### config.mk
export PLATFORM = sky130hd
export DESIGN_NAME = gcode_word_tokenizer_core
export DESIGN_NICKNAME = d
export VERILOG_FILES = /design/src/gwt_pkg.sv /design/src/gwt_front.sv /design/src/gwt_scanner.sv /design/src/gwt_formatter.sv /design/src/gcode_word_tokenizer_core.sv
export SDC_FILE = /design/constraint.sdc
export NUM_CORES = 1
export LEC_CHECK = 0
export BUFFER_PORTS_ARGS = -buffer_cell sky130_fd_sc_hd__buf_2
export CORE_MARGIN = 2
export CORE_UTILIZATION = 35
export CTS_CLUSTER_SIZE = 30
export DETAILED_ROUTE_END_ITERATION = 12
export MAX_ROUTING_LAYER = met4
export REMOVE_ABC_BUFFERS = 1
export SYNTH_ARGS = -nofsm -noshare
export SYNTH_HDL_FRONTEND = slang
export SYNTH_SLANG_ARGS = --single-unit
### constraint.sdc
create_clock -name clk -period 25.4 [get_ports clk]
set_input_delay 5.08 -clock clk [delete_from_list [all_inputs] [get_ports clk]]
set_output_delay 5.08 -clock clk [all_outputs]
set_load 0.1 [all_outputs]
### src/gwt_pkg.sv
`timescale 1ns / 1ps
// ============================================================================
// gwt_pkg
// Shared types, character codes and helper functions of the G-code word
// tokenizer.
// ============================================================================
package gwt_pkg;

    typedef enum logic [2:0] {
        PH_LINE_START = 3'd0,
        PH_COMMAND    = 3'd1,
        PH_SCAN       = 3'd2,
        PH_SIGN       = 3'd3,
        PH_NUMBER     = 3'd4,
        PH_TAIL       = 3'd5,
        PH_COMMENT    = 3'd6
    } phase_t;

    typedef enum logic [1:0] {
        KIND_LINE_END = 2'd0,
        KIND_COMMAND  = 2'd1,
        KIND_PARAM    = 2'd2
    } word_kind_t;

    localparam logic [7:0]  CH_NEWLINE = 8'd10;
    localparam logic [7:0]  CH_SPACE   = 8'd32;
    localparam logic [7:0]  CH_TAB     = 8'd9;
    localparam logic [7:0]  CH_CR      = 8'd13;
    localparam logic [7:0]  CH_SEMI    = 8'h3B;
    localparam logic [7:0]  CH_MINUS   = 8'h2D;
    localparam logic [7:0]  CH_PLUS    = 8'h2B;
    localparam logic [7:0]  CH_DOT     = 8'h2E;
    localparam logic [7:0]  CH_ZERO    = 8'h30;
    localparam logic [7:0]  CH_NINE    = 8'h39;
    localparam logic [7:0]  CH_UP_A    = 8'h41;
    localparam logic [7:0]  CH_UP_Z    = 8'h5A;
    localparam logic [7:0]  CH_LOW_A   = 8'h61;
    localparam logic [7:0]  CH_LOW_Z   = 8'h7A;
    localparam logic [6:0]  CASE_MASK  = 7'h5F;
    localparam logic [15:0] CMD_MAX    = 16'hFFFF;

    // Fraction digit counter width; the digit count never exceeds FRACTION_DIGITS.
    localparam int CNT_W = 3;

    typedef struct packed {
        logic       is_newline;
        logic       is_space;
        logic       is_letter;
        logic       is_digit;
        logic       is_semi;
        logic       is_plus;
        logic       is_minus;
        logic       is_dot;
        logic [3:0] digit;
        logic [6:0] letter;
    } char_class_t;

    typedef struct packed {
        word_kind_t       kind;
        logic [6:0]       letter;
        logic             digit_seen;
        logic             negative;
        logic             overflow;
        logic             line_end;
        logic [CNT_W-1:0] frac_cnt;
    } word_ctl_t;

    typedef struct packed {
        word_kind_t         kind;
        logic [6:0]         letter;
        logic [15:0]        command_number;
        logic               has_digits;
        logic signed [31:0] value_milli;
        logic               saturated;
        logic               line_end;
    } result_t;

    function automatic logic [63:0] pow10(input int n);
        logic [63:0] p;
        p = 64'd1;
        for (int i = 0; i < n; i++) begin
            p = p * 64'd10;
        end
        return p;
    endfunction

    function automatic int frac_bits(input int fd);
        return (fd == 0) ? 1 : $clog2(10 ** fd);
    endfunction

    function automatic char_class_t classify(input logic [7:0] c);
        char_class_t r;
        r.is_newline = (c == CH_NEWLINE);
        r.is_space   = (c == CH_SPACE) || ((c >= CH_TAB) && (c <= CH_CR));
        r.is_letter  = ((c >= CH_UP_A) && (c <= CH_UP_Z)) ||
                       ((c >= CH_LOW_A) && (c <= CH_LOW_Z));
        r.is_digit   = (c >= CH_ZERO) && (c <= CH_NINE);
        r.is_semi    = (c == CH_SEMI);
        r.is_plus    = (c == CH_PLUS);
        r.is_minus   = (c == CH_MINUS);
        r.is_dot     = (c == CH_DOT);
        r.digit      = c[3:0];
        r.letter     = c[6:0] & CASE_MASK;
        return r;
    endfunction

endpackage

### src/gwt_front.sv
`timescale 1ns / 1ps
// ============================================================================
// gwt_front
// Classifies each incoming character and holds it in a short queue until
// the scanner takes it.
// ============================================================================
module gwt_front (
    input  logic                 clk,
    input  logic                 rst_n,
    input  logic                 push,
    input  logic [7:0]           char_byte,
    output logic                 full,
    output logic                 deq_valid,
    input  logic                 deq_ready,
    output gwt_pkg::char_class_t deq_class
);
    import gwt_pkg::*;

    localparam int DEPTH = 2;
    localparam int PTR_W = $clog2(DEPTH);
    localparam int LVL_W = $clog2(DEPTH + 1);

    char_class_t            entry_reg [DEPTH];
    logic [PTR_W-1:0]       wr_ptr_reg, wr_ptr_next;
    logic [PTR_W-1:0]       rd_ptr_reg, rd_ptr_next;
    logic [LVL_W-1:0]       count_reg, count_next;
    logic                   do_push;
    logic                   do_pop;

    assign full      = (count_reg == LVL_W'(DEPTH));
    assign deq_valid = (count_reg != '0);
    assign deq_class = entry_reg[rd_ptr_reg];
    assign do_push   = push && !full;
    assign do_pop    = deq_valid && deq_ready;

    always_comb
    begin
        wr_ptr_next = do_push ? wr_ptr_reg + PTR_W'(1) : wr_ptr_reg;
        rd_ptr_next = do_pop  ? rd_ptr_reg + PTR_W'(1) : rd_ptr_reg;
        count_next  = count_reg + LVL_W'(do_push) - LVL_W'(do_pop);
    end

    always_ff @(posedge clk or negedge rst_n)
    begin
        if (!rst_n)
        begin
            wr_ptr_reg <= '0;
            rd_ptr_reg <= '0;
            count_reg  <= '0;
        end
        else
        begin
            wr_ptr_reg <= wr_ptr_next;
            rd_ptr_reg <= rd_ptr_next;
            count_reg  <= count_next;
        end
    end

    always_ff @(posedge clk)
    begin
        if (do_push)
        begin
            entry_reg[wr_ptr_reg] <= classify(char_byte);
        end
    end

endmodule

### src/gwt_scanner.sv
`timescale 1ns / 1ps
// ============================================================================
// gwt_scanner
// Per-character state machine that collects letters, signs and digits into
// words and hands each finished word to the formatter.
// ============================================================================
module gwt_scanner #(
    parameter int VALUE_BITS      = 32,
    parameter int FRACTION_DIGITS = 3
) (
    input  logic                                        clk,
    input  logic                                        rst_n,
    input  logic                                        in_valid,
    input  gwt_pkg::char_class_t                        in_class,
    output logic                                        in_ready,
    output logic                                        rec_valid,
    output gwt_pkg::word_ctl_t                          rec_ctl,
    output logic [VALUE_BITS-1:0]                       rec_acc,
    output logic [gwt_pkg::frac_bits(FRACTION_DIGITS)-1:0] rec_frac,
    input  logic                                        rec_ready
);
    import gwt_pkg::*;

    localparam int ACC_W  = VALUE_BITS;
    localparam int EXT_W  = ACC_W + 4;
    localparam int FRAC_W = frac_bits(FRACTION_DIGITS);
    localparam int FMAC_W = FRAC_W + 4;
    localparam logic [EXT_W-1:0] CAP = EXT_W'(1) << (ACC_W - 1);

    phase_t             phase_reg, phase_next;
    logic [6:0]         letter_reg, letter_next;
    logic               neg_reg, neg_next;
    logic [ACC_W-1:0]   acc_reg, acc_next;
    logic [FRAC_W-1:0]  frac_reg, frac_next;
    logic [CNT_W-1:0]   cnt_reg, cnt_next;
    logic               digit_reg, digit_next;
    logic               dot_reg, dot_next;
    logic               ovf_reg, ovf_next;

    logic               rec_valid_reg, rec_valid_next;
    word_ctl_t          rec_ctl_reg, rec_ctl_next;
    logic [ACC_W-1:0]   rec_acc_reg;
    logic [FRAC_W-1:0]  rec_frac_reg;

    logic               step;
    logic               num_char;
    logic               word_end;
    logic               emit;
    phase_t             after_scan;
    logic [EXT_W-1:0]   acc_ext;
    logic [EXT_W-1:0]   acc_mac;
    logic [FMAC_W-1:0]  frac_ext;
    logic [FMAC_W-1:0]  frac_mac;

    assign in_ready  = !rec_valid_reg || rec_ready;
    assign step      = in_valid && in_ready;
    assign num_char  = in_class.is_digit || in_class.is_dot;
    assign rec_valid = rec_valid_reg;
    assign rec_ctl   = rec_ctl_reg;
    assign rec_acc   = rec_acc_reg;
    assign rec_frac  = rec_frac_reg;

    assign acc_ext  = EXT_W'(acc_reg);
    assign acc_mac  = (acc_ext << 3) + (acc_ext << 1) + EXT_W'(in_class.digit);
    assign frac_ext = FMAC_W'(frac_reg);
    assign frac_mac = (frac_ext << 3) + (frac_ext << 1) + FMAC_W'(in_class.digit);

    always_comb
    begin
        if (in_class.is_letter)
        begin
            after_scan = PH_SIGN;
        end
        else if (in_class.is_semi)
        begin
            after_scan = PH_COMMENT;
        end
        else
        begin
            after_scan = PH_SCAN;
        end
    end

    // A word ends on any character that cannot continue it.
    always_comb
    begin
        unique case (phase_reg)
            PH_COMMAND: word_end = !in_class.is_digit;
            PH_SIGN:    word_end = !(in_class.is_plus || in_class.is_minus || num_char);
            PH_NUMBER:  word_end = !num_char;
            PH_TAIL:    word_end = !num_char;
            default:    word_end = 1'b0;
        endcase
    end

    // Next phase.
    always_comb
    begin
        phase_next = phase_reg;
        if (step)
        begin
            if (in_class.is_newline)
            begin
                phase_next = PH_LINE_START;
            end
            else
            begin
                unique case (phase_reg)
                    PH_LINE_START:
                    begin
                        if (in_class.is_letter)
                        begin
                            phase_next = PH_COMMAND;
                        end
                        else if (!in_class.is_space)
                        begin
                            phase_next = after_scan;
                        end
                    end
                    PH_COMMAND:
                    begin
                        if (word_end)
                        begin
                            phase_next = after_scan;
                        end
                    end
                    PH_SIGN:
                    begin
                        phase_next = word_end ? after_scan : PH_NUMBER;
                    end
                    PH_NUMBER:
                    begin
                        if (word_end)
                        begin
                            phase_next = after_scan;
                        end
                        else if (in_class.is_dot && dot_reg)
                        begin
                            phase_next = PH_TAIL;
                        end
                    end
                    PH_TAIL:
                    begin
                        if (word_end)
                        begin
                            phase_next = after_scan;
                        end
                    end
                    PH_COMMENT:
                    begin
                        phase_next = PH_COMMENT;
                    end
                    default:
                    begin
                        phase_next = after_scan;
                    end
                endcase
            end
        end
    end

    // Word datapath and the finished-word record.
    always_comb
    begin
        letter_next = letter_reg;
        neg_next    = neg_reg;
        acc_next    = acc_reg;
        frac_next   = frac_reg;
        cnt_next    = cnt_reg;
        digit_next  = digit_reg;
        dot_next    = dot_reg;
        ovf_next    = ovf_reg;
        emit        = 1'b0;

        rec_ctl_next.kind       = KIND_LINE_END;
        rec_ctl_next.letter     = letter_reg;
        rec_ctl_next.digit_seen = digit_reg;
        rec_ctl_next.negative   = neg_reg;
        rec_ctl_next.overflow   = ovf_reg;
        rec_ctl_next.line_end   = in_class.is_newline;
        rec_ctl_next.frac_cnt   = cnt_reg;

        if (phase_reg == PH_COMMAND)
        begin
            rec_ctl_next.kind = KIND_COMMAND;
        end
        else if ((phase_reg == PH_NUMBER || phase_reg == PH_TAIL) && digit_reg)
        begin
            rec_ctl_next.kind = KIND_PARAM;
        end
        else
        begin
            rec_ctl_next.letter = 7'd0;
        end

        if (step)
        begin
            if (in_class.is_newline || word_end)
            begin
                emit = in_class.is_newline || (rec_ctl_next.kind != KIND_LINE_END);
                neg_next   = 1'b0;
                acc_next   = '0;
                frac_next  = '0;
                cnt_next   = '0;
                digit_next = 1'b0;
                dot_next   = 1'b0;
                ovf_next   = 1'b0;
                if (in_class.is_newline)
                begin
                    letter_next = 7'd0;
                end
                else if (in_class.is_letter)
                begin
                    letter_next = in_class.letter;
                end
            end
            else
            begin
                unique case (phase_reg)
                    PH_LINE_START, PH_SCAN:
                    begin
                        if (in_class.is_letter)
                        begin
                            letter_next = in_class.letter;
                            neg_next    = 1'b0;
                            acc_next    = '0;
                            frac_next   = '0;
                            cnt_next    = '0;
                            digit_next  = 1'b0;
                            dot_next    = 1'b0;
                            ovf_next    = 1'b0;
                        end
                    end
                    PH_COMMAND:
                    begin
                        digit_next = 1'b1;
                        if (acc_mac > EXT_W'(CMD_MAX))
                        begin
                            acc_next = ACC_W'(CMD_MAX);
                            ovf_next = 1'b1;
                        end
                        else
                        begin
                            acc_next = acc_mac[ACC_W-1:0];
                        end
                    end
                    PH_SIGN, PH_NUMBER:
                    begin
                        if (in_class.is_plus || in_class.is_minus)
                        begin
                            neg_next = in_class.is_minus;
                        end
                        else if (in_class.is_dot)
                        begin
                            if (!dot_reg)
                            begin
                                dot_next = 1'b1;
                            end
                        end
                        else
                        begin
                            digit_next = 1'b1;
                            if (dot_reg)
                            begin
                                if (cnt_reg < CNT_W'(FRACTION_DIGITS))
                                begin
                                    frac_next = frac_mac[FRAC_W-1:0];
                                    cnt_next  = cnt_reg + CNT_W'(1);
                                end
                            end
                            else if (acc_mac > CAP)
                            begin
                                acc_next = CAP[ACC_W-1:0];
                                ovf_next = 1'b1;
                            end
                            else
                            begin
                                acc_next = acc_mac[ACC_W-1:0];
                            end
                        end
                    end
                    default:
                    begin
                        // Tail and comment characters are eaten.
                    end
                endcase
            end
        end

        if (in_ready)
        begin
            rec_valid_next = emit;
        end
        else
        begin
            rec_valid_next = rec_valid_reg;
        end
    end

    always_ff @(posedge clk or negedge rst_n)
    begin
        if (!rst_n)
        begin
            phase_reg     <= PH_LINE_START;
            letter_reg    <= 7'd0;
            neg_reg       <= 1'b0;
            acc_reg       <= '0;
            frac_reg      <= '0;
            cnt_reg       <= '0;
            digit_reg     <= 1'b0;
            dot_reg       <= 1'b0;
            ovf_reg       <= 1'b0;
            rec_valid_reg <= 1'b0;
        end
        else
        begin
            phase_reg     <= phase_next;
            letter_reg    <= letter_next;
            neg_reg       <= neg_next;
            acc_reg       <= acc_next;
            frac_reg      <= frac_next;
            cnt_reg       <= cnt_next;
            digit_reg     <= digit_next;
            dot_reg       <= dot_next;
            ovf_reg       <= ovf_next;
            rec_valid_reg <= rec_valid_next;
        end
    end

    always_ff @(posedge clk)
    begin
        if (emit)
        begin
            rec_ctl_reg  <= rec_ctl_next;
            rec_acc_reg  <= acc_reg;
            rec_frac_reg <= frac_reg;
        end
    end

endmodule

### src/gwt_formatter.sv
`timescale 1ns / 1ps
// ============================================================================
// gwt_formatter
// Scales, clamps and signs finished words and queues the results for the
// consumer.
// ============================================================================
module gwt_formatter #(
    parameter int VALUE_BITS      = 32,
    parameter int FRACTION_DIGITS = 3
) (
    input  logic                                        clk,
    input  logic                                        rst_n,
    input  logic                                        rec_valid,
    input  gwt_pkg::word_ctl_t                          rec_ctl,
    input  logic [VALUE_BITS-1:0]                       rec_acc,
    input  logic [gwt_pkg::frac_bits(FRACTION_DIGITS)-1:0] rec_frac,
    output logic                                        rec_ready,
    output logic                                        empty,
    input  logic                                        pop,
    output gwt_pkg::result_t                            result
);
    import gwt_pkg::*;

    localparam int DEPTH  = 2;
    localparam int PTR_W  = $clog2(DEPTH);
    localparam int LVL_W  = $clog2(DEPTH + 1);
    localparam int WIDE_W = VALUE_BITS + 21;
    localparam int FULL_W = 65;
    localparam logic [WIDE_W-1:0] SCALE     = WIDE_W'(pow10(FRACTION_DIGITS));
    localparam logic [WIDE_W-1:0] LIMIT_POS = (WIDE_W'(1) << (VALUE_BITS - 1)) - WIDE_W'(1);

    result_t                entry_reg [DEPTH];
    logic [PTR_W-1:0]       wr_ptr_reg, wr_ptr_next;
    logic [PTR_W-1:0]       rd_ptr_reg, rd_ptr_next;
    logic [LVL_W-1:0]       count_reg, count_next;
    logic                   do_push;
    logic                   do_pop;

    logic [WIDE_W-1:0]      frac_scaled;
    logic [WIDE_W-1:0]      int_scaled;
    logic [WIDE_W-1:0]      total;
    logic [WIDE_W-1:0]      limit;
    logic                   sat;
    logic [WIDE_W-1:0]      mag;
    logic [FULL_W-1:0]      mag_full;
    logic [FULL_W-1:0]      val_full;
    result_t                res;

    // Short fractions are padded to the full number of decimals.
    always_comb
    begin
        frac_scaled = '0;
        for (int k = 0; k <= FRACTION_DIGITS; k++)
        begin
            if (rec_ctl.frac_cnt == CNT_W'(k))
            begin
                frac_scaled = WIDE_W'(rec_frac) * WIDE_W'(pow10(FRACTION_DIGITS - k));
            end
        end
    end

    // A negative value may reach one count further than a positive one.
    always_comb
    begin
        int_scaled = WIDE_W'(rec_acc) * SCALE;
        total      = int_scaled + frac_scaled;
        limit      = LIMIT_POS + WIDE_W'(rec_ctl.negative);
        sat        = rec_ctl.overflow || (total > limit);
        mag        = sat ? limit : total;
        mag_full   = FULL_W'(mag[VALUE_BITS-1:0]);
        val_full   = rec_ctl.negative ? (~mag_full + FULL_W'(1)) : mag_full;
    end

    always_comb
    begin
        res.kind           = rec_ctl.kind;
        res.letter         = 7'd0;
        res.command_number = 16'd0;
        res.has_digits     = 1'b0;
        res.value_milli    = 32'sd0;
        res.saturated      = 1'b0;
        res.line_end       = rec_ctl.line_end;
        unique case (rec_ctl.kind)
            KIND_COMMAND:
            begin
                res.letter         = rec_ctl.letter;
                res.command_number = rec_acc[15:0];
                res.has_digits     = rec_ctl.digit_seen;
                res.saturated      = rec_ctl.overflow;
            end
            KIND_PARAM:
            begin
                res.letter      = rec_ctl.letter;
                res.value_milli = signed'(val_full[31:0]);
                res.saturated   = sat;
            end
            default:
            begin
                res.kind = KIND_LINE_END;
            end
        endcase
    end

    assign rec_ready = (count_reg != LVL_W'(DEPTH));
    assign empty     = (count_reg == '0);
    assign result    = entry_reg[rd_ptr_reg];
    assign do_push   = rec_valid && rec_ready;
    assign do_pop    = pop && !empty;

    always_comb
    begin
        wr_ptr_next = do_push ? wr_ptr_reg + PTR_W'(1) : wr_ptr_reg;
        rd_ptr_next = do_pop  ? rd_ptr_reg + PTR_W'(1) : rd_ptr_reg;
        count_next  = count_reg + LVL_W'(do_push) - LVL_W'(do_pop);
    end

    always_ff @(posedge clk or negedge rst_n)
    begin
        if (!rst_n)
        begin
            wr_ptr_reg <= '0;
            rd_ptr_reg <= '0;
            count_reg  <= '0;
        end
        else
        begin
            wr_ptr_reg <= wr_ptr_next;
            rd_ptr_reg <= rd_ptr_next;
            count_reg  <= count_next;
        end
    end

    always_ff @(posedge clk)
    begin
        if (do_push)
        begin
            entry_reg[wr_ptr_reg] <= res;
        end
    end

endmodule

### src/gcode_word_tokenizer_core.sv
`timescale 1ns / 1ps
// ============================================================================
// gcode_word_tokenizer_core
// G-code text tokenizer: characters in, command and parameter words out.
// ============================================================================
// Characters are pushed one per cycle while full is low; the block sustains
// one character per clock unless the result queue is full, a figure set by the
// scanner, which folds each character into the current word (a multiply-by-ten
// accumulate) as it takes it. A word ending on a character passes from the
// character queue through the scanner's word register into the result queue,
// with scaling to thousandths and clamping done on the way in. The character
// queue holds two characters and the result queue two words, so either side
// may stall without stopping the other until its queue fills. Words carry the
// kind, the upper-case letter, the command number or the signed value in
// thousandths, a saturation flag, and line_end on the last word of a line.
// There is no clearing pass after reset.
module gcode_word_tokenizer_core #(
    parameter int VALUE_BITS      = 32,
    parameter int FRACTION_DIGITS = 3
) (
    input  logic               clk,
    input  logic               rst_n,
    input  logic               push,
    input  logic [7:0]         char_byte,
    output logic               full,
    output logic               empty,
    input  logic               pop,
    output logic [1:0]         word_kind,
    output logic [6:0]         word_letter,
    output logic [15:0]        command_number,
    output logic               command_has_digits,
    output logic signed [31:0] value_milli,
    output logic               saturated,
    output logic               line_end
);
    import gwt_pkg::*;

    localparam int FRAC_W = frac_bits(FRACTION_DIGITS);

    logic                   deq_valid;
    logic                   deq_ready;
    char_class_t            deq_class;
    logic                   rec_valid;
    logic                   rec_ready;
    word_ctl_t              rec_ctl;
    logic [VALUE_BITS-1:0]  rec_acc;
    logic [FRAC_W-1:0]      rec_frac;
    result_t                result;

    gwt_front u_front (
        .clk       (clk),
        .rst_n     (rst_n),
        .push      (push),
        .char_byte (char_byte),
        .full      (full),
        .deq_valid (deq_valid),
        .deq_ready (deq_ready),
        .deq_class (deq_class)
    );

    gwt_scanner #(
        .VALUE_BITS      (VALUE_BITS),
        .FRACTION_DIGITS (FRACTION_DIGITS)
    ) u_scanner (
        .clk       (clk),
        .rst_n     (rst_n),
        .in_valid  (deq_valid),
        .in_class  (deq_class),
        .in_ready  (deq_ready),
        .rec_valid (rec_valid),
        .rec_ctl   (rec_ctl),
        .rec_acc   (rec_acc),
        .rec_frac  (rec_frac),
        .rec_ready (rec_ready)
    );

    gwt_formatter #(
        .VALUE_BITS      (VALUE_BITS),
        .FRACTION_DIGITS (FRACTION_DIGITS)
    ) u_formatter (
        .clk       (clk),
        .rst_n     (rst_n),
        .rec_valid (rec_valid),
        .rec_ctl   (rec_ctl),
        .rec_acc   (rec_acc),
        .rec_frac  (rec_frac),
        .rec_ready (rec_ready),
        .empty     (empty),
        .pop       (pop),
        .result    (result)
    );

    assign word_kind          = result.kind;
    assign word_letter        = result.letter;
    assign command_number     = result.command_number;
    assign command_has_digits = result.has_digits;
    assign value_milli        = result.value_milli;
    assign saturated          = result.saturated;
    assign line_end           = result.line_end;

endmodule

-- Yosys cells after proc, flatten, opt, wreduce, memory -nomap -nowiden
Memories as Yosys holds them, arrays and structs flattened.
Index checks and enable logic that the tools add are counted.
- logic and storage cells: 216
- output and inout port bits: 62
- input port bits: 12
- RAM bits: 156
- register bits: 126
- memories kept: 2
- memories (name ; depth ; bits a word ; read ports ; clocked after memory_dff ; wr ports ; line ; source):
    u_formatter.entry_reg ; 2 ; 60 ; 1 ; 0 ; 1 ; gwt_formatter.sv:32 ; result_t entry_reg [DEPTH];
    u_front.entry_reg ; 2 ; 18 ; 1 ; 0 ; 1 ; gwt_front.sv:23 ; char_class_t entry_reg [DEPTH];
- eq/ne operators: 32
- multiplexer cells: 77
- $add $sub $neg: 16
- bitwise operators: 1
- multipliers: 4
- reduce and logical (&&, ||, !) cells: 47
- magnitude comparators: 12
- operators with widths (kind ; number):
    $mux W32 ; 10
    $mux W53 ; 3
    $pmux W32 S3 ; 1
    $mux W10 ; 6
    $add A42 B53 Y53 ; 1
    $gt A53 B32 Y1 ; 1
    $mux W7 ; 7
    $mux W3 ; 15
    $eq A8 B6 Y1 const B ; 5
    $mul A32 B7 Y39 const B ; 1
    $add A35 B33 Y36 ; 1
    $add A36 B4 Y36 ; 1
    $gt A36 B16 Y1 const B ; 1
    $gt A36 B32 Y1 const B ; 1
    $add A31 B1 Y32 const A ; 1
    $add A32 B1 Y32 const B ; 1
    $not A32 Y32 ; 1
    $mux W1 ; 21
    $mux W20 ; 1
    $pmux W10 S2 ; 1
    $ne A3 B1 Y1 const B ; 6
    $mul A10 B7 Y17 const B ; 1
    $mux W17 ; 1
    $ge A8 B7 Y1 const B ; 2
    45 further kinds ; 99

-- Longest topological paths before layout
- depth in word-level cells: 13
- gate-level depth with buffers: 52
- depth with buffers taken out: 49

-- Cells and area by module
A second synthesis with hierarchy kept.
- cells, all modules: 2521
- area, all modules: 25638.3 um^2
- by module, submodules not included (module ; instances ; cells an instance ; sequential area each (um^2) ; area an instance (um^2)):
    gwt_formatter ; 1 ; 1667 ; 3703.6 ; 16639.7
    gwt_scanner ; 1 ; 762 ; 3243.1 ; 7587.3
    gwt_front ; 1 ; 92 ; 940.9 ; 1411.4

-- Worst setup path before layout
OpenSTA, ideal clock, no wires.
- path kind: reg-to-reg
- start point: reg u_scanner.rec_frac_reg[0] (netlist: u_scanner.rec_frac[0])
- end point: mem u_formatter.entry_reg[0][30] in the netlist's numbering, data pin
- clock period less this slack: 10837 ps
- stages on the path, launching flop included: 53
- library setup time: 184 ps
- buffers on the path: 3
- setup slack: 14563 ps
- data arrival time: 10653 ps
- data required time: 25216 ps
- path through: edfxtp_1 fa_1 xor2_1 ha_1 inv_1 fa_1 fa_1 inv_1 ha_1 o21ai_0 a21boi_0 o21ai_0 a21boi_0 o21ai_0 a21boi_0 o21ai_0 nand2b_1 a21o_1 [17 not listed] nor2b_1 a221oi_1 nand2_1 mux2i_1 o221ai_1 a2111oi_2 and2_4 buf_6 buf_4 nand2_1 o21ai_0 ha_1 nand2_1 nor4_1 nand3_1 xnor2_1 mux2i_1 a211oi_1
- RTL lines (item ; line ; source):
    from (decl) ; gwt_scanner.sv:43 ; logic [FRAC_W-1:0] rec_frac_reg;
    from (signal assigned) ; gwt_scanner.sv:336 ; rec_frac_reg <= frac_reg;
    to (decl) ; gwt_formatter.sv:32 ;

==> flow_metrics.env <==
export IMPL_critical_path_top_delay_family="simple AND/OR/NAND/NOR gates"
export IMPL_ys_seq_elements=274
export IMPL_rsz0062_at_grt="false"
export IMPL_fin_crit_sh_pct=52.46
export IMPL_syn_inst=2415
export IMPL_path_max_fanout=39
export IMPL_slew_headroom_pct=23.32
export IMPL_nets=2940
export IMPL_drc_errors=0
export IMPL_critPathCaptureType="register"
export IMPL_netlist_area_sq_um=24820
export IMPL_core_area_sq_um=70150
export IMPL_status="finished clean"
export IMPL_synth_distinct_cells=85
export IMPL_cts_buffers=30
export IMPL_io_buffers=73
export IMPL_cp_num_buf_inv=4
export IMPL_grt_pass1_vias=18640
export IMPL_async_flop_share_pct=24.82
export IMPL_layout_drive_gt1_share_pct=9.547
export IMPL_grt_overflow=0
export IMPL_area_growth_pct=9.834
export IMPL_fmax_mhz=75.04
export IMPL_start_util_pct=35.39
export IMPL_post_route_min_period_ns=13.33
export IMPL_slowest_stage="nor4_1"
export IMPL_hold_viol_final=0
export IMPL_die_area_sq_um=73070
export IMPL_wl_um=61130
export IMPL_synth_flop_cell="edfxtp_1"
export IMPL_fin_setup_tns_ns=0
export IMPL_setup_violations=0
export IMPL_grt_pass1_wl_um=99550
export IMPL_nFillCells=6943
export IMPL_cts_tree="done"
export IMPL_dr_pass1_iters=5
export IMPL_ant_nets=0
export IMPL_crit_type="reg2reg"
export IMPL_syn_avg_cell_area_sq_um=10.28
export IMPL_ctsHoldBuffers=0
export IMPL_required_ns=25.76
export IMPL_drv_cap=0
export IMPL_cts_sinks=274
export IMPL_antenna_found_initial=1
export IMPL_clkLatencyLatePin_ns=0.60
export IMPL_num_vias=18410
export IMPL_post_cts_setup_buffer_count=0
export IMPL_cts_path_max_buffers=3
export IMPL_hold_class="reg2reg"
export IMPL_grt_max_degree=66
export IMPL_routed_via_density=5.363
export IMPL_fin_skew_ns=0.04967
export IMPL_drtIter0Drc=1157
export IMPL_wl_per_cell_um=17.81
export IMPL_slew_viol_final=0
export IMPL_hpwl_um=48780
export IMPL_grt_usage_pct=17.11
export IMPL_critical_path_max_stage_delay_ns=0.76
export IMPL_die_w_um=270.3
export IMPL_cts_resized=0
export IMPL_rows=97
export IMPL_yosysSeqAreaShare_pct=31.78
export IMPL_clk_pin_slew_ns=0.06
export IMPL_arrival_ns=13.68
export IMPL_gp_congestion=0.9304
export IMPL_largest_register_ffs=120
export IMPL_htreeDepth=1
export IMPL_cp_start_kind="register"
export IMPL_die_y_um=270.3
export IMPL_crit_path_frequent_cell="o21ai_0"
export IMPL_cts_root_buf="clkbuf_16"
export IMPL_io_pin_count=74
export IMPL_synth_edff_count=206
export IMPL_ys_warnings_count=0
export IMPL_worstMarginPinSlew_ns=1.150
export IMPL_diodes=0
-- worst paths after layout --
| check | cells past startpoint | startpoint | slack, ns | endpoint |
|---|---|---|---|---|
| max in group asynchronous | 2 | rst_n | 20.00 | u_formatter.rd_ptr_reg |
| setup / recovery | 48 | u_scanner.rec_frac[0] | 12.07 | u_formatter.entry_reg[0][30] |
| setup reg to reg | 48 | u_scanner.rec_frac[0] | 12.07 | u_formatter.entry_reg[0][30] |
| hold / removal | 0 | u_scanner.frac_reg[9] | 0.45 | u_scanner.rec_frac[9] |
| hold reg to reg | 0 | u_scanner.frac_reg[9] | 0.45 | u_scanner.rec_frac[9] |
| min in group asynchronous | 1 | rst_n | 4.30 | u_scanner.acc_reg[25] |
-- layer usage --
| metal | track usage (%) | wire (um) |
|---|---|---|
| met5 | - | 0 |
| met4 | 3.562 | 1145 |
| met3 | 1.316 | 2125 |
| met2 | 28.32 | 28980 |
| met1 | 23.06 | 28870 |
-- logic make-up (layout without fill, tap and decap cells) --
kind of cell    after synthesis  in the layout  synth area share (%)
compound gates              581            581                 15.19
buf+inv                     266            344                 4.113
fa+ha+maj                   459            459                 27.91
flops                       274            274                 31.78
mux                          99             99                 4.411
xor+xnor                    123            123                 4.340
simple gates                613            613                 12.26
-- area by class of cell --
| cell class | instances | area (sq um) | share of cell area, % |
|---|---|---|---|
| Sequential cell | 274 | 7889 | 28.94 |
| Inverter | 200 | 750.7 | 2.754 |
| Multi-Input combinational cell | 1875 | 15930 | 58.43 |
| Tap cell | 940 | 1176 | 4.314 |
| Timing Repair Buffer | 88 | 480.5 | 1.762 |
| Clock inverter | 16 | 239.0 | 0.8765 |
| Clock buffer | 40 | 798.3 | 2.928 |
-- cell usage in the layout, fill, tap and decap left out, types with 43 or more instances in the layout --
master,count
a21o_1,48
a21oi_1,165
buf_2,72
dfrtp_1,67
edfxtp_1,206
fa_1,158
ha_1,301
inv_1,200
mux2_2,73
nand2_1,159
nor2_1,151
nor3_1,54
o21ai_0,123
xnor2_1,80
xor2_1,43
-- metrics by stage --
stage	util [%]	hold slack [ns]	instances	setup WS (ns)	cell area, sq um
floorplan	-	0.4215	2349	14.32	24550
global placement	37.39	0.4296	3377	12.87	26230
detailed placement	37.39	0.4308	3377	12.36	26230
CTS	38.86	0.4473	3433	12.27	27260
global route	38.86	0.4613	3433	11.28	27260
finish	38.86	0.4502	3433	12.07	27260
-- synthesized netlist by cell type (all sizes together) (5+ instances only) --
library cell / number / area share, %
edfxtp: 206 / 25
a211o: 9 / 0.32
o21a: 28 / 0.85
nand4: 26 / 0.66
nand2b: 15 / 0.38
buf: 12 / 0.27
nand3b: 5 / 0.15
o31ai: 14 / 0.42
a22o: 10 / 0.35
dfrtp: 68 / 6.9
a21boi: 6 / 0.18
and3: 18 / 0.45
a221oi: 7 / 0.30
inv: 200 / 3.0
o211ai: 22 / 0.67
nand3: 34 / 0.69
nor4: 13 / 0.40
a31oi: 18 / 0.45
a211oi: 31 / 1.0
o22ai: 10 / 0.25
o41ai: 6 / 0.21
nand2: 159 / 2.4
or2: 12 / 0.30
a21oi: 168 / 3.4
nor2: 153 / 2.3
ha: 301 / 15
xnor2: 80 / 2.8
nor3: 54 / 1.1
a21o: 48 / 1.5
xor2: 43 / 1.5
or3: 18 / 0.45
fa: 158 / 13
mux2: 73 / 3.3
o21ai: 131 / 2.7
a32o: 5 / 0.20
and2: 39 / 0.99
nor2b: 33 / 0.83
nor3b: 7 / 0.21
o21bai: 22 / 0.67
clkbuf: 54 / 0.82
or4: 13 / 0.39
mux2i: 25 / 1.0
-- worst reg2reg max path: cells and delay by family, from the launching register on --
family | cells | cell delay (ns)
AO/OA/AOI/OAI | 16 | 3.78
multiplexers | 3 | 0.52
flip-flops | 1 | 0.58
adder cells (fa/ha/maj) | 8 | 3.28
buffers and inverters | 4 | 0.34
XOR/XNOR | 4 | 0.72
AND/OR/NAND/NOR | 13 | 3.88
Power is left out: the tool's default activity adds up to more than one toggle a clock period on the data nets, which glitch-free logic cannot reach.
